File: src/sv/dtc_pkg.sv
package dtc_pkg;

    // Widths of the fields of one request and one result.
    localparam int unsigned EPOCH_W  = 31;
    localparam int unsigned OFFSET_W = 5;
    localparam int unsigned YEAR_W   = 11;
    localparam int unsigned MONTH_W  = 4;
    localparam int unsigned DAY_W    = 5;
    localparam int unsigned HOUR_W   = 5;
    localparam int unsigned MINUTE_W = 6;
    localparam int unsigned SECOND_W = 6;

    // Shared subtract unit width and the day count width (at most 24855 days).
    localparam int unsigned ALU_W  = 32;
    localparam int unsigned DAYS_W = 15;
    localparam int unsigned STEP_W = 4;

    localparam logic [ALU_W-1:0] DAY_SECS    = 32'd86400;
    localparam logic [ALU_W-1:0] HOUR_SECS   = 32'd3600;
    localparam logic [ALU_W-1:0] MINUTE_SECS = 32'd60;
    localparam logic [ALU_W-1:0] QUAD_DAYS   = 32'd1461;
    localparam logic [ALU_W-1:0] LEAP_DAYS   = 32'd366;
    localparam logic [ALU_W-1:0] YEAR_DAYS   = 32'd365;

    localparam logic [YEAR_W-1:0]  EPOCH_YEAR = 11'd1970;
    localparam logic [MONTH_W-1:0] JANUARY    = 4'd1;
    localparam logic [MONTH_W-1:0] FEBRUARY   = 4'd2;
    localparam logic [MONTH_W-1:0] APRIL      = 4'd4;
    localparam logic [MONTH_W-1:0] JUNE       = 4'd6;
    localparam logic [MONTH_W-1:0] SEPTEMBER  = 4'd9;
    localparam logic [MONTH_W-1:0] NOVEMBER   = 4'd11;
    localparam logic [MONTH_W-1:0] DECEMBER   = 4'd12;

    // Top quotient bit index of each division phase; the step counter counts down from it to zero.
    localparam logic [STEP_W-1:0] DAY_STEPS    = 4'd14;
    localparam logic [STEP_W-1:0] HOUR_STEPS   = 4'd4;
    localparam logic [STEP_W-1:0] MINUTE_STEPS = 4'd5;

    typedef enum logic [2:0] {
        S_IDLE,
        S_DIV_DAY,
        S_DIV_HOUR,
        S_DIV_MIN,
        S_YEAR4,
        S_YEAR1,
        S_MONTH,
        S_DONE
    } dtc_state_t;

    typedef struct packed {
        logic [SECOND_W-1:0] second;
        logic [MINUTE_W-1:0] minute;
        logic [HOUR_W-1:0]   hour;
        logic [DAY_W-1:0]    day;
        logic [MONTH_W-1:0]  month;
        logic [YEAR_W-1:0]   year;
    } dtc_date_t;

    typedef struct packed {
        logic idle;
        logic done;
    } dtc_status_t;

    // Years reached here lie in 1970 .. 2038; the only century year among them,
    // 2000, is divisible by 400, so the full rule reduces to divisibility by 4.
    function automatic logic is_leap(input logic [YEAR_W-1:0] year);
        return (year[1:0] == 2'b00);
    endfunction

    function automatic logic [ALU_W-1:0] month_days(input logic [MONTH_W-1:0] month,
                                                    input logic leap);
        logic [ALU_W-1:0] len;
        len = 32'd31;
        if ((month == APRIL) || (month == JUNE) || (month == SEPTEMBER) ||
            (month == NOVEMBER))
        begin
            len = 32'd30;
        end
        else if (month == FEBRUARY)
        begin
            len = leap ? 32'd29 : 32'd28;
        end
        return len;
    endfunction

endpackage

File: src/sv/dtc_sub.sv
module dtc_sub
    import dtc_pkg::*;
(
    input  logic [ALU_W-1:0] a,
    input  logic [ALU_W-1:0] b,
    output logic [ALU_W-1:0] diff,
    output logic             ge
);

    logic [ALU_W:0] wide;

    // One subtractor serves every step; the borrow doubles as the compare.
    assign wide = {1'b0, a} - {1'b0, b};
    assign diff = wide[ALU_W-1:0];
    assign ge   = ~wide[ALU_W];

endmodule

File: src/sv/dtc_core.sv
module dtc_core
    import dtc_pkg::*;
(
    input  logic                clk,
    input  logic                rst_n,
    input  logic                start,
    input  logic [EPOCH_W-1:0]  count,
    input  logic                take,
    output dtc_status_t         status,
    output dtc_date_t           result
);

    dtc_state_t state_reg, state_next;

    logic [EPOCH_W-1:0]  rem_reg;
    logic [DAYS_W-2:0]   q_reg;
    logic [STEP_W-1:0]   k_reg;
    logic [DAYS_W-1:0]   days_reg;
    logic [YEAR_W-1:0]   year_reg;
    logic [MONTH_W-1:0]  month_reg;
    logic [HOUR_W-1:0]   hour_reg;
    logic [MINUTE_W-1:0] minute_reg;
    logic [SECOND_W-1:0] second_reg;

    logic [ALU_W-1:0] op_a;
    logic [ALU_W-1:0] op_b;
    logic [ALU_W-1:0] diff;
    logic             ge;
    logic             leap;

    assign leap = is_leap(year_reg);

    dtc_sub u_sub (
        .a    (op_a),
        .b    (op_b),
        .diff (diff),
        .ge   (ge)
    );

    // Operand selection for the shared subtractor.
    always_comb
    begin
        op_a = {{(ALU_W-DAYS_W){1'b0}}, days_reg};
        op_b = '0;
        case (state_reg)
            S_DIV_DAY:
            begin
                op_a = {1'b0, rem_reg};
                op_b = DAY_SECS << k_reg;
            end
            S_DIV_HOUR:
            begin
                op_a = {1'b0, rem_reg};
                op_b = HOUR_SECS << k_reg;
            end
            S_DIV_MIN:
            begin
                op_a = {1'b0, rem_reg};
                op_b = MINUTE_SECS << k_reg;
            end
            S_YEAR4: op_b = QUAD_DAYS;
            S_YEAR1: op_b = leap ? LEAP_DAYS : YEAR_DAYS;
            S_MONTH: op_b = month_days(month_reg, leap);
            default: op_b = '0;
        endcase
    end

    always_comb
    begin
        state_next = state_reg;
        case (state_reg)
            S_IDLE:     if (start) state_next = S_DIV_DAY;
            S_DIV_DAY:  if (k_reg == '0) state_next = S_DIV_HOUR;
            S_DIV_HOUR: if (k_reg == '0) state_next = S_DIV_MIN;
            S_DIV_MIN:  if (k_reg == '0) state_next = S_YEAR4;
            S_YEAR4:    if (!ge) state_next = S_YEAR1;
            S_YEAR1:    if (!ge) state_next = S_MONTH;
            S_MONTH:    if (!ge || (month_reg == DECEMBER)) state_next = S_DONE;
            S_DONE:     if (take) state_next = S_IDLE;
            default:    state_next = S_IDLE;
        endcase
    end

    always_comb
    begin
        status.idle = (state_reg == S_IDLE);
        status.done = (state_reg == S_DONE);
    end

    assign result.year   = year_reg;
    assign result.month  = month_reg;
    assign result.day    = DAY_W'(days_reg) + DAY_W'(1);
    assign result.hour   = hour_reg;
    assign result.minute = minute_reg;
    assign result.second = second_reg;

    always_ff @(posedge clk or negedge rst_n)
    begin
        if (!rst_n)
        begin
            state_reg <= S_IDLE;
        end
        else
        begin
            state_reg <= state_next;
        end
    end

    always_ff @(posedge clk)
    begin
        case (state_reg)
            S_IDLE:
            begin
                if (start)
                begin
                    rem_reg   <= count;
                    q_reg     <= '0;
                    k_reg     <= DAY_STEPS;
                    year_reg  <= EPOCH_YEAR;
                    month_reg <= JANUARY;
                end
            end
            S_DIV_DAY, S_DIV_HOUR, S_DIV_MIN:
            begin
                if (ge)
                begin
                    rem_reg <= diff[EPOCH_W-1:0];
                end
                q_reg <= {q_reg[DAYS_W-3:0], ge};
                k_reg <= k_reg - STEP_W'(1);
                if (k_reg == '0)
                begin
                    q_reg <= '0;
                    if (state_reg == S_DIV_DAY)
                    begin
                        days_reg <= {q_reg, ge};
                        k_reg    <= HOUR_STEPS;
                    end
                    else if (state_reg == S_DIV_HOUR)
                    begin
                        hour_reg <= {q_reg[HOUR_W-2:0], ge};
                        k_reg    <= MINUTE_STEPS;
                    end
                    else
                    begin
                        minute_reg <= {q_reg[MINUTE_W-2:0], ge};
                        second_reg <= ge ? diff[SECOND_W-1:0] : rem_reg[SECOND_W-1:0];
                    end
                end
            end
            S_YEAR4:
            begin
                if (ge)
                begin
                    days_reg <= diff[DAYS_W-1:0];
                    year_reg <= year_reg + YEAR_W'(4);
                end
            end
            S_YEAR1:
            begin
                if (ge)
                begin
                    days_reg <= diff[DAYS_W-1:0];
                    year_reg <= year_reg + YEAR_W'(1);
                end
            end
            S_MONTH:
            begin
                if (ge && (month_reg != DECEMBER))
                begin
                    days_reg  <= diff[DAYS_W-1:0];
                    month_reg <= month_reg + MONTH_W'(1);
                end
            end
            default:
            begin
            end
        endcase
    end

    a_hour_rem: assert property (@(posedge clk) disable iff (!rst_n)
        (state_reg == S_DIV_HOUR) |-> ({1'b0, rem_reg} < DAY_SECS))
        else $error("remainder not below one day in hour phase");

    a_month_days: assert property (@(posedge clk) disable iff (!rst_n)
        (state_reg == S_MONTH) |-> ({{(ALU_W-DAYS_W){1'b0}}, days_reg} < LEAP_DAYS))
        else $error("day count exceeds one year in month phase");

    a_done_date: assert property (@(posedge clk) disable iff (!rst_n)
        (state_reg == S_DONE) |-> ((month_reg >= JANUARY) && (month_reg <= DECEMBER) &&
                                   (days_reg < DAYS_W'(31))))
        else $error("result date out of range");

endmodule

File: src/sv/epoch_seconds_to_date.sv
// Channel   | Direction | Payload
// ----------+-----------+-------------------------------------------------------
// s_*       | in        | tdata[30:0] epoch_seconds, bit 31 zero
// m_*       | out       | tdata: year, month, day, hour, minute, second, 3 zero bits
// cfg_*     | in        | cfg_wdata[4:0] offset_hours, signed, written when cfg_we
//
// The shared subtractor works through each request in turn: a load in the idle state,
// 26 restoring-division steps, up to 18 four-year and 4 year steps, up to 12 month
// steps and the hand-over; the next request can be taken in the cycle after hand-over.
// Reset clears the control state and sets the offset to zero.
// While a request is in work s_tready is low; a finished result waits in the
// output register, and a new request is taken while it is not yet collected.
module epoch_seconds_to_date
    import dtc_pkg::*;
(
    input  logic        clk,
    input  logic        rst_n,
    input  logic        cfg_we,
    input  logic [4:0]  cfg_wdata,
    input  logic        s_tvalid,
    output logic        s_tready,
    input  logic [31:0] s_tdata,   // [30:0] epoch_seconds, [31] zero
    output logic        m_tvalid,
    input  logic        m_tready,
    output logic [39:0] m_tdata    // [10:0] year_out, [14:11] month_out, [19:15] day_out,
                                   // [24:20] hour_out, [30:25] minute_out,
                                   // [36:31] second_out, [39:37] zero
);

    logic signed [OFFSET_W-1:0] offset_reg;
    logic signed [17:0]         offset_secs;
    logic signed [32:0]         adjusted;
    logic [EPOCH_W-1:0]         clamped;

    dtc_status_t status;
    dtc_date_t   result;
    dtc_date_t   out_reg;
    logic        out_valid_reg;
    logic        start;
    logic        take;

    // The user writes the time zone offset only while the block is idle; the block does not enforce this.
    always_ff @(posedge clk or negedge rst_n)
    begin
        if (!rst_n)
        begin
            offset_reg <= '0;
        end
        else if (cfg_we)
        begin
            offset_reg <= $signed(cfg_wdata);
        end
    end

    // The offset in seconds is added to the request, and the sum is clamped to
    // the range 0 .. 2^31-1 before the conversion starts.
    assign offset_secs = 18'(offset_reg) * 18'sd3600;
    assign adjusted    = $signed({2'b00, s_tdata[EPOCH_W-1:0]}) + 33'(offset_secs);

    always_comb
    begin
        if (adjusted[32])
        begin
            clamped = '0;
        end
        else if (adjusted[31])
        begin
            clamped = '1;
        end
        else
        begin
            clamped = adjusted[EPOCH_W-1:0];
        end
    end

    assign s_tready = status.idle;
    assign start    = s_tvalid && status.idle;

    // The sequencer hands its result over once the output register is free or
    // is being emptied in the same cycle.
    assign take = status.done && (!out_valid_reg || m_tready);

    dtc_core u_core (
        .clk    (clk),
        .rst_n  (rst_n),
        .start  (start),
        .count  (clamped),
        .take   (take),
        .status (status),
        .result (result)
    );

    always_ff @(posedge clk or negedge rst_n)
    begin
        if (!rst_n)
        begin
            out_valid_reg <= 1'b0;
        end
        else if (take)
        begin
            out_valid_reg <= 1'b1;
        end
        else if (m_tready)
        begin
            out_valid_reg <= 1'b0;
        end
    end

    always_ff @(posedge clk)
    begin
        if (take)
        begin
            out_reg <= result;
        end
    end

    assign m_tvalid = out_valid_reg;
    assign m_tdata  = {3'b000, out_reg};

    a_busy_after_accept: assert property (@(posedge clk) disable iff (!rst_n)
        (s_tvalid && s_tready) |=> !s_tready)
        else $error("request accepted while previous one still in work");

    a_hold_result: assert property (@(posedge clk) disable iff (!rst_n)
        (status.done && out_valid_reg && !m_tready) |=> status.done)
        else $error("result dropped while output register is full");

    a_result_stable: assert property (@(posedge clk) disable iff (!rst_n)
        (m_tvalid && !m_tready) |=> (m_tvalid && $stable(m_tdata)))
        else $error("waiting result changed before it was collected");

endmodule

File: config.mk
export PLATFORM = sky130hd
export DESIGN_NAME = epoch_seconds_to_date
export DESIGN_NICKNAME = d
export VERILOG_FILES = /design/src/sv/dtc_pkg.sv /design/src/sv/dtc_sub.sv /design/src/sv/dtc_core.sv /design/src/sv/epoch_seconds_to_date.sv
export SDC_FILE = /design/constraint.sdc
export NUM_CORES = 1
export LEC_CHECK = 0
export BUFFER_PORTS_ARGS = -buffer_cell sky130_fd_sc_hd__buf_2
export CAP_MARGIN = 25
export CORE_ASPECT_RATIO = 0.75
export CORE_UTILIZATION = 35
export CTS_CLUSTER_DIAMETER = 150
export DETAILED_ROUTE_END_ITERATION = 8
export PLACE_DENSITY_LB_ADDON = 0.3
export SETUP_SLACK_MARGIN = 0.3
export SLEW_MARGIN = 5
export SYNTH_ARGS = -nofsm -noshare
export SYNTH_HDL_FRONTEND = slang
export SYNTH_HIERARCHICAL = 1
export SYNTH_SLANG_ARGS = --single-unit
File: constraint.sdc
create_clock -name clk -period 5.4 [get_ports clk]
set_clock_uncertainty 0.05 [all_clocks]
set_input_delay 1.62 -clock clk [delete_from_list [all_inputs] [get_ports clk]]
set_output_delay 1.62 -clock clk [all_outputs]
set_load 0.02 [all_outputs]
==> results.md, run 1 <==
Run status:
- The flow ran to the end, but the final reports show violations.
- The final reports fail on setup timing.

Timing:
- Setup violations remaining at the end of the flow were counted as 31.
- The number of max-slew violations in the final report is 0.
- The minimum hold slack is 368 ps.
- Setup repair after global routing could not meet its margin everywhere.
- In the post-route analysis, the smallest setup slack over all paths is -57.8 ps.
- The top achievable clock speed is 183 MHz.
- The final number of hold-violating endpoints is 0.
- In the finished design, the share of the clock period the worst path needs comes to 1.01.
- In this run the tightest slew margin relative to its limit is 0.363.
- The routed design could run at a clock period as short as 5460 ps.
- The worst-margin pin slew is 955 ps.

Route:
- The starting DRC count in detailed routing is 721.
- The first TritonRoute pass finished after 5 iterations.
- After detailed routing, the number of remaining DRC violations is 0.
- The routed wire length is 29500 um.
- After detailed routing, the number of vias per cell comes to 5.28.
- The via total after detailed routing is 9278.
- In this run the remaining antenna-violating nets after routing total 0.
- In the final routed layout, each cell accounts on average for around 17 um.

Critical path:
- The largest stage delay on the critical path is 530 ps.
- The critical path is of the reg2reg type.
- For the worst flop-to-flop path, the logic depth is 23.
- The critical path endpoint category is a flip-flop.
- Along the worst path, the maximum fanout reaches 8.
- The terminus of the critical flop-to-flop path is u_core/rem_reg[5].
- Setup slack on the worst reg-to-reg path comes out at -60 ps.
- At the worst endpoint, the arrival time is around 5600 ps.
- The signal on the critical path passes through fa_1 -> inv_1 -> fa_1 -> fa_1 -> buf_4 -> fa_2 -> inv_2 -> a21o_1 -> a21oi_4 -> o211a_4 -> ha_4 -> and3_4 -> and2_4 -> a221o_1 -> a21o_1 -> a21oi_2 -> and4b_1 -> a311oi_4 -> buf_6 -> buf_12 -> o21a_1 -> nand2_2 -> nand2_1.
- In this run the critical register-to-register path is launched from offset_reg[3].
- The largest individual stage delay along the critical path comes from the cell fa_1.
- The top cell family by delay on the critical path is adder cells.
- The category of the worst setup path launch point is a flip-flop.
- In this design, the critical path's most frequently occurring cell is fa_1.
- Counting both buffers and inverters, the worst setup path holds a total of 5.
- The required time of the critical path is 5540 ps.

Hold path:
- In this run the worst hold path is classified as reg2reg.
- The end of the worst hold path is m_tdata[21].
- The worst hold path passes through 0 cells.
- The worst hold path begins at u_core/hour_reg[1].

Clocking:
- The CTS H-tree depth is 4.
- CTS placed an instance of clkbuf_16 at the clock tree root.
- The sink count of the clock tree is ~140.
- The clock tree from TritonCTS is yes.
- Clock-pin slew was measured on the worst setup and hold paths at 70 ps.
- After clock tree synthesis, the flow added hold-fix buffers numbering 0.
- The later-pin clock latency in the skew report is 440 ps.
- The maximum root-to-sink buffer count is 2.
- TritonCTS created 17 clock buffers.

Finish:
- The utilization after layout is 0.427.
- The flip-flop count of the largest register, all copies and words added is 37.
- The final antenna diode count is 0.
- The fraction of layout cells with a size suffix above 1 is 0.221.
- The post-layout net count is 1473.
- The finished layout holds 1757 standard cells, fillers aside.
- Compared with the post-synthesis result, the final layout area differs by 19.8%.
- The final design area excluding fillers is 13400 sq um.

Floorplan:
- The initial utilization of the core area, before any placement, comes to 0.357.
- The standard cell core area is approximately 31000 sq um.
- The horizontal die dimension is 209 um.
- The die is 157 um tall.
- The total number of placement rows is 56.
- The I/O pin count is 84.
- The die covers 32700 sq um.

Placed design:
- At the end of routability-driven placement, the weighted congestion stood at 0.908.
- The placed instances occupy a cell area of between 10000 and 15000 sq um.
- During placement, the flow inserted port buffers numbering 79.
- The wire-length estimate of the detail-placed layout is around 21000 um.
- After detailed placement, the design holds a cell count of ~1.7k.

Global route:
- In the global route stage, overall resource usage came out at 0.182.
- Entering global routing, the biggest net connects 40 pins.
- The first global-routing pass estimated 46900 um of wire.
- The initial antenna violation count was 0.
- The via count of the first global-routing pass was 8792.
- The overflow left after global routing is 0.

Job:
- Max-cap violations in this run came to 0.

Synth:
- The Yosys step of the flow raised 6 warnings.
- The average size of a mapped cell is just over 9 sq um.
- The post-synthesis cell area is 11200 sq um.
- The cell count after synthesis is about 1.2k.
worst register-to-register path: stages (launching register included):
cell	delay [ps]
dfrtp_1	400
fa_1	530
inv_1	50
fa_1	450
fa_1	480
buf_4	150
fa_2	340
inv_2	50
a21o_1	150
a21oi_4	90
o211a_4	320
ha_4	280
and3_4	190
and2_4	130
a221o_1	350
a21o_1	190
a21oi_2	140
and4b_1	250
a311oi_4	60
buf_6	170
buf_12	150
o21a_1	120
nand2_2	70
nand2_1	60
cells in the final DEF (no fill, tap or decap), types with 10 or more instances in the layout:
| cell | count |
|---|---|
| inv_1 | 76 |
| nor3_1 | 10 |
| o21a_1 | 44 |
| xnor2_1 | 44 |
| nor2_1 | 63 |
| nand2_1 | 206 |
| o21ai_1 | 13 |
| a21o_1 | 34 |
| nand2b_1 | 14 |
| a21oi_1 | 86 |
| nand3_1 | 27 |
| nor2b_1 | 10 |
| o21ai_0 | 30 |
| clkbuf_16 | 18 |
| ha_1 | 72 |
| xor2_1 | 27 |
| buf_4 | 68 |
| and2_1 | 35 |
| mux2_2 | 15 |
| buf_2 | 79 |
| a31oi_1 | 10 |
| edfxtp_1 | 133 |
metrics by stage:
stage                     setup slack (ps)  setup TNS [ps]
after floorplan                        279               0
after global placement               -82.8            -857
after detailed placement              -134           -2460
after CTS                            -59.9           -1310
after global routing                  -251           -6760
final                                -57.8           -1160
timing repair:
item	CTS	global route
setup buffers	6	9
setup endpoints to repair	82	101
pin swaps	1	21
gates resized for setup	20	33
cloned	3	1
cell type report:
class,count,area (sq um)
fillers,3074,18000
multi-input cells,932,6620
flip-flops and latches,142,4220
repair buffers,161,1160
well taps,406,508
clock buffers,18,429
inverters,84,315
clock inverters,14,154
per-layer routing:
metal,up-vias,GRT usage,part of all wire
met5,-,0,0
met4,0,0.0448,0.011
met3,27,0.0283,0.048
met2,218,0.271,0.43
met1,4464,0.272,0.51
li1,4569,-,-
worst max path at each step:
| stage | depth (start not counted) | slack [ps] | from | end |
|---|---|---|---|---|
| after floorplan | 21 | 280 | offset_reg[3] | u_core/rem_reg[29] |
| after global placement | 21 | -80 | offset_reg[3] | u_core/rem_reg[6] |
| after detailed placement | 21 | -130 | offset_reg[3] | u_core/rem_reg[6] |
| after CTS | 23 | -60 | offset_reg[3] | u_core/rem_reg[5] |
| after global routing | 23 | -250 | offset_reg[3] | u_core/rem_reg[29] |
| final | 23 | -60 | offset_reg[3] | u_core/rem_reg[5] |
Power of run 1 is not shown: default switching activity piles up to over one toggle a cycle in this logic, so the estimate is an artifact.
==> run 2, diff against run 1 <==
--- a/config.mk
+++ b/config.mk
@@ -9,6 +9,7 @@
 export CAP_MARGIN = 25
 export CORE_ASPECT_RATIO = 0.75
 export CORE_UTILIZATION = 35
+export CTS_BUF_LIST = sky130_fd_sc_hd__clkbuf_16
 export CTS_CLUSTER_DIAMETER = 150
 export DETAILED_ROUTE_END_ITERATION = 8
 export PLACE_DENSITY_LB_ADDON = 0.3
@@ -16,5 +17,4 @@
 export SLEW_MARGIN = 5
 export SYNTH_ARGS = -nofsm -noshare
 export SYNTH_HDL_FRONTEND = slang
-export SYNTH_HIERARCHICAL = 1
 export SYNTH_SLANG_ARGS = --single-unit
==> run 2 against run 1 <==
Compared with the run above: the run still ends with setup timing left; highest routed layer unchanged; core utilization up 1.1 points; largest cell class unchanged; critical endpoint is now u_core.rem_reg[3]; clock-buffer cell count down 1; cell count down 6.9%; register-to-register slack worse by 70 ps; via count down 6.4%; die area down 8.6%; fmax down 1.3%.
==> results.md, run 2 <==
Critical path:
- On the worst path, the slowest cell contributes a delay of 540 ps.
- The count of buffer and inverter cells on the critical path is 4.
- STA classifies the critical path endpoint as a flip-flop.
- The worst setup path is launched from a flip-flop.
- The required time of the critical path is 5510 ps.
- The top cell family by delay on the critical path is adder cells.
- The critical-path maximum fanout is 8.
- The critical path arrival is 5640 ps.
- The setup path with the least slack is of type reg2reg.
- The signal on the critical path passes through fa_1 -> inv_1 -> fa_1 -> fa_1 -> fa_2 -> nor2b_1 -> o21a_1 -> o21ai_1 -> nand3b_1 -> clkinvlp_4 -> ha_4 -> a21o_1 -> a21oi_1 -> o21ai_2 -> a2111o_1 -> o21ai_2 -> o21ai_1 -> o21ai_2 -> buf_6 -> clkbuf_16 -> o22ai_1.
- The standard cell with the maximum stage delay on the critical path is fa_1.

Hold path:
- The min-delay analysis places its worst path in the category reg2reg.

Synth:
- By area, the combinational part of the netlist is dominated by compound AO/OA/AOI/OAI gates.
- Ranked by total cell area, the synthesized netlist is headed by edfxtp_1, ha_1, nand2_1.
- The area fraction in compound gates after synthesis was 0.201.
- The most frequent cell after synthesis is nand2_1.
- The part of the Yosys area used for sequential elements is 0.413.
- The number of synthesized flops with an enable pin is 133.
- Of the total synthesized cell area, the portion taken by AND, OR, NAND and NOR gates is 0.161.
- After synthesis, the mean cell area works out to 9.24 sq um.
- The proportion of netlist area held by the largest area contributor is 0.391.
- The cell count after synthesis is 1107.
- The number of distinct library cell variants in the gate-level netlist after synthesis is approximately 70.
- After synthesis, the share of cell area in mux cells is 0.0117.
- Yosys printed 0 warnings.
- The share of async-settable or async-resettable flops after synthesis is 0.0634.
- Of the total synthesized cell area, the portion taken by XOR and XNOR cells is 0.0540.
- The post-synthesis cell area is approximately 10000 sq um.
- The number of flip-flops and latches in the synthesized netlist is 142.
- Of the total synthesized cell area, the portion taken by full adders, half adders and majority gates is 0.118.
- Summed over all instances, the cell type with the most area after synthesis is edfxtp_1.
- The commonest cells after synthesis are nand2_1, edfxtp_1, a21oi_1.
- For this run, the leading register cell type out of synthesis is edfxtp_1.

Route:
- For this block, the routed nets add up to 26700 um of wire.
- The post-detailed-route via-to-cell ratio is between 5 and 6.
- After detailed routing, the average wire length per cell comes to 16.3 um.
- The detailed-route DRC error count is 0.
- The first routing iteration left 670 violations.
- Summing over every cut layer, the via total after detailed routing is 8680.
- The number of nets still failing antenna checks after routing is 0.
- The number of optimization iterations in the first detailed-route pass is 5.

Finish:
- The filler cells instantiated in the layout total 2774.
- The flip-flop count of the largest register, all copies and words added is 37.
- In the final layout, the share of cells above drive strength 1 is 0.199.
- The final antenna diode count is 0.
- Compared with the post-synthesis result, the final layout area differs by 21.8%.
- The post-route non-filler standard cell count is 1636.
- Leaving out fill and tap cells, the most frequent cell in the layout is nand2_1.
- The net count of the finished layout is approximately 1.4k.
- The library cells used most frequently in the layout, excluding fill and tap cells, are nand2_1, edfxtp_1, nor2_1.

Timing:
- Derived from the worst setup path, the maximum achievable clock frequency is 181 MHz.
- Setup slack on the critical path of the routed design comes to -131 ps.
- Setup repair after global routing could not meet its margin everywhere.
- The relative slew slack is 0.470.
- The final number of hold-violating endpoints was 0.
- The worst-margin pin slew is 794 ps.
- For the finished layout, the period the worst path requires is 5530 ps.
- The minimum hold slack is 370 ps.
- The number of max-slew violations in the final report is 0.
- The share of the cycle needed by the critical path after routing is 1.02.
- The setup-violating endpoint count in the final report is 31.

Clocking:
- The CTS H-tree depth is 4.
- TritonCTS created 17 clock buffers.
- The clock transition at the register clock pins on the worst setup and hold paths after CTS is 80 ps.
- The number of buffers added to fix hold violations after cts is 0.
- The clock tree from TritonCTS is yes.
- The later-pin clock latency in the skew report is 440 ps.
- The clock passes through at most 2 buffers.
- The tree built by TritonCTS fans out to 142 sinks.
- The root cell of the clock tree is clkbuf_16.

Placed design:
- Once detailed placement completed, the half-perimeter wirelength came to 19100 um.
- The number of placed instances with taps included is 1593.
- The count of port buffers added during placement is 79.
- The final weighted congestion in routability-driven placement is 0.936.
- Prior to clock tree synthesis, the placed netlist has a worst setup slack of -227 ps.

Floorplan:
- The total number of placement rows is 53.
- For this configuration, the core starts out at a cell density of 0.360.
- The die covers about 30000 sq um.
- The total area inside the core boundary comes to 28400 sq um.
- The horizontal die dimension is 199 um.
- The floorplan die height is 150 um.
- The I/O pin count is 84.

Run status:
- The flow ran to the end, but the final reports show violations.
- The checks that failed: setup timing.

Global route:
- The overflow left after global routing is 0.
- The first global-routing pass estimated 42100 um of wire.
- The via count of the first global-routing pass came to 8165.
- Entering global routing, the biggest net connects 39 pins.
- The initial antenna violation count was 0.
- The total routing resource utilization after global routing is 0.180.

Power and ir drop:
- The overall power is 0.00897 W.
- The worst-case IR drop observed on VDD is 451 uV.
- The power density normalized to cell area is ~700 nW/um^2.
- Summed over all cells, the static leakage comes to 5.11 nW.

Job:
- The count of max-cap constraint violations is 0.
==> run 2: layout make-up <==
cell class	instances	area, sq um	area share
clock buffers	17	425	0.0342
well taps	385	482	0.0387
multi-input cells	860	5750	0.462
flip-flops and latches	142	4220	0.339
inverters	54	206	0.0166
repair buffers	163	1170	0.0943
clock inverters	15	193	0.0155
==> run 2: kinds of logic (layout without fill, tap and decap cells) <==
group / Yosys count / count (layout)
buffers and inverters: 107 / 249
and+or+nand+nor: 362 / 362
other: 1 / 3
xor gates and xnor gates: 63 / 63
muxes: 11 / 11
DFF: 142 / 142
AOI/OAI and AO/OA: 329 / 329
adders and majority gates: 92 / 92
==> run 2: per-stage QoR <==
step	TNS (ps)	utilization	instance area [sq um]
after detailed placement	-3570	0.408	11600
after global routing	-11790	0.439	12500
after CTS	-1990	0.432	12300
after global placement	-2130	0.407	11600
final	-2890	0.439	12500
after floorplan	0	-	10300
==> run 2: repair_timing <==
action | in CTS | in global routing
buffers inserted | 3 | 3
gates resized for setup | 17 | 12
gates cloned | 0 | 4
endpoints found under the setup margin | 31 | 32
pin swaps | 2 | 1
==> run 2: worst paths after layout <==
check	startpoint	end	slack (ps)	cells past startpoint
setup / recovery	offset_reg[2]	u_core.rem_reg[3]	-130	21
hold / removal	u_core.second_reg[3]	m_tdata[34]	370	0
setup reg to reg	offset_reg[2]	u_core.rem_reg[3]	-130	21
hold reg to reg	u_core.second_reg[3]	m_tdata[34]	370	0
max in group asynchronous	rst_n	offset_reg[4]	4010	1
min in group asynchronous	rst_n	offset_reg[2]	1020	1
==> run 2: metal layers <==
layer	GRT usage	vias up	wire length (um)
met4	0.0553	0	439
met2	0.266	220	11400
met1	0.263	4124	13300
met5	0	-	0
li1	-	4314	-
met3	0.0336	22	1570
==> run 2: where the power goes <==
part	internal, W	switching, W	leakage [nW]
logic	0.00238	0.00344	3.49
registers	0.00179	0.000129	1.32
clock network	0.000668	0.000561	0.295
Note: power is estimated with default switching activity, not from simulation.
==> run 3, diff against run 2 <==
--- a/config.mk
+++ b/config.mk
@@ -13,7 +13,6 @@
 export CTS_CLUSTER_DIAMETER = 150
 export DETAILED_ROUTE_END_ITERATION = 8
 export PLACE_DENSITY_LB_ADDON = 0.3
-export SETUP_SLACK_MARGIN = 0.3
 export SLEW_MARGIN = 5
 export SYNTH_ARGS = -nofsm -noshare
 export SYNTH_HDL_FRONTEND = slang
==> run 3 against run 2 <==
Compared with the run above: die area is the same; highest routed layer unchanged; the run still ends with setup timing left; global-route usage is 0.88 points higher; cell count rose by 0.61%; power is 5.3% higher; largest cell class unchanged.
==> results.md, run 3 (same netlist as run 2, synthesis figures left out) <==
Run status:
- The run finished, with violations left.
- The checks that failed: setup timing.

Critical path:
- The type of the worst setup path is reg2reg.
- The worst setup path is captured at a flip-flop.
- The worst register-to-register path ends at u_core.rem_reg[3].
- STA puts the critical path data arrival time at approximately 5700 ps.
- The category of the worst setup path launch point is a flip-flop.
- For flop-to-flop paths, the worst setup slack is -140 ps.
- The worst register-to-register path has a depth of 22.
- The worst register-to-register path begins at offset_reg[2].
- The critical-path maximum fanout is 6.
- At the worst endpoint, the required time is 5520 ps.

Floorplan:
- The standard cell core area is around 28000 sq um.
- The horizontal die dimension is 199 um.
- The total number of placement rows is 53.
- The die outline area is 29900 sq um.
- In this run the count of I/O pins placed on the die edge is 84.
- The floorplan die height is ~150 um.
- For this configuration, the core starts out at a cell density of 0.360.

Placed design:
- The final weighted congestion in routability-driven placement is 0.921.
- After legalization and detailed placement, the total HPWL measured 19100 um.
- Buffers placed on the I/O ports in this run total 79.

Global route:
- The global-route wire length before repair is approximately 44000 um.
- The overflow left after global routing is 0.
- In the global route stage, overall resource usage came out at 0.189.
- Entering global routing, the biggest net connects 58 pins.
- The via count of the first global-routing pass was 8327.
- The initial antenna violation count is 0.

Hold path:
- The path with the worst hold slack has its endpoint at m_tdata[36].
- The type of the most critical hold path is reg2reg.
- The number of cells traversed by the worst hold path is 0.
- In this run the most critical hold path is launched from u_core.second_reg[5].

Finish:
- The number of fill cells in the layout is 2729.
- The area occupied by registers is around 4200 sq um.
- The multi-input combinational cell area is around 6100 sq um.
- The most common cell after layout, fill and taps aside is nand2_1.
- In the layout the commonest cells are nand2_1, edfxtp_1, buf_2.
- After the last flow step, the layout net total stands at 1382.
- Of the cells placed in the final design, the portion with a size suffix greater than 1 is 0.243.
- The area growth from synthesis to layout is 26.5%.
- The number of antenna diodes in the final layout is 0.
- The register with the most flip-flops in the layout has 37 of them.

Timing:
- Setup repair after global routing could not meet its margin everywhere.
- The worst-margin pin slew is 803 ps.
- The minimum hold slack is about 370 ps.
- After layout, the worst setup slack is -144 ps.
- Subtracting the final worst setup slack from the clock period gives 5540 ps.
- The final number of hold-violating endpoints came to 0.
- Static timing analysis puts the maximum clock frequency at 180 MHz.
- The relative slew slack is 0.464.
- The sum of negative setup slack is -2790 ps.
- The number of max-slew violations in the final report is 0.
- Setup violations remaining at the end of the flow were counted as 31.
- The share of the cycle needed by the critical path after routing is 1.03.

Clocking:
- TritonCTS built the clock tree.
- The clock buffer count from CTS is 17.
- The later-pin clock latency in the skew report is 440 ps.
- The cell sitting at the root of the clock tree is a clkbuf_16.
- The CTS H-tree depth is 4.
- The sink count of the clock tree is 142.
- The clock passes through at most 2 buffers.
- The clock transition at the register clock pins on the worst setup and hold paths after CTS is roughly 70 ps.
- The number of buffers added to fix hold violations after cts is 0.

Power and ir drop:
- The analysis attributes to cell leakage a power of 5.25 nW.
- The power density normalized to cell area is 730 nW/um^2.
- Overall power consumption after layout is estimated at 0.00944 W.
- VDD sags by at most 319 uV.

Route:
- Dividing the detail-routed wire length by the instance count gives 16.7 um.
- The starting DRC count in detailed routing is 731.
- The number of nets still failing antenna checks after routing is 0.
- The detailed-route DRC error count is 0.
- The via total after detailed routing is between 8k and 9k.
- The number of optimization iterations in the first detailed-route pass is 5.
- The post-detailed-route via-to-cell ratio is 5.35.
- The routed wire length is 27500 um.

Job:
- Max-cap violations in this run came to 0.
==> run 3: power breakdown <==
group	total, W	internal [W]	leakage, nW	switching (W)
clock	0.00121	0.000630	0.297	0.000579
sequential	0.00193	0.00179	1.32	0.000142
combinational	0.00630	0.00262	3.63	0.00368
total	0.00944	0.00504	5.25	0.00440
==> run 3: per-stage QoR <==
step / setup WS (ps) / instances / cell area, sq um / utilization
finish: -144 / 1646 / 12900 / 0.456
detailed placement: -234 / 1596 / 11600 / 0.408
floorplan: 10.5 / 1109 / 10300 / -
global placement: -181 / 1595 / 11600 / 0.408
CTS: -111 / 1640 / 12600 / 0.445
global route: -347 / 1646 / 12900 / 0.456
==> run 3: critical path, cell delays in order, from the launching register on <==
cell and delay [ps]:
dfrtp_1 400, fa_1 540, inv_1 50, fa_1 450, fa_1 530, fa_2 370
nor2b_1 120, o21a_1 190, o21ai_2 60, nand3b_1 170, clkinvlp_4 220, buf_6 170
ha_4 260, and3_4 190, o2111a_1 240, a211oi_2 100, a21oi_2 250, nor2_2 80
o311a_4 360, buf_12 150, buf_16 150, nor2_4 100, o22ai_1 60
==> run 3: final cells by class <==
type,instances,area share
Clock buffer,17,0.0329
Clock inverter,15,0.0142
Inverter,54,0.0160
Multi-Input combinational cell,860,0.472
Sequential cell,142,0.326
Tap cell,385,0.0372
Timing Repair Buffer,173,0.101
==> run 3: how the worst max path moves through the flow <==
stage,cells after the start,to,from,slack (ps)
after floorplan,20,u_core.rem_reg[10],offset_reg[2],10
after global placement,20,u_core.rem_reg[8],offset_reg[2],-180
after detailed placement,21,u_core.rem_reg[28],offset_reg[2],-230
after CTS,22,u_core.rem_reg[19],offset_reg[2],-110
after global routing,22,u_core.rem_reg[1],offset_reg[2],-350
final,22,u_core.rem_reg[3],offset_reg[2],-140
==> run 3: layer usage <==
| metal | vias up | share of wire | GRT usage |
|---|---|---|---|
| met1 | 4198 | 0.49 | 0.271 |
| met4 | 0 | 0.015 | 0.0489 |
| met5 | - | 0 | 0 |
| met2 | 249 | 0.44 | 0.289 |
| met3 | 31 | 0.059 | 0.0356 |
| li1 | 4328 | - | - |
==> run 3: repair_timing <==
item                       in CTS  in global routing
buffers inserted                8                  4
gates resized for setup        71                 44
setup endpoints to repair      31                 31
hold endpoints to repair        0                  0
pin swaps                      21                 27
gates cloned                    4                  1
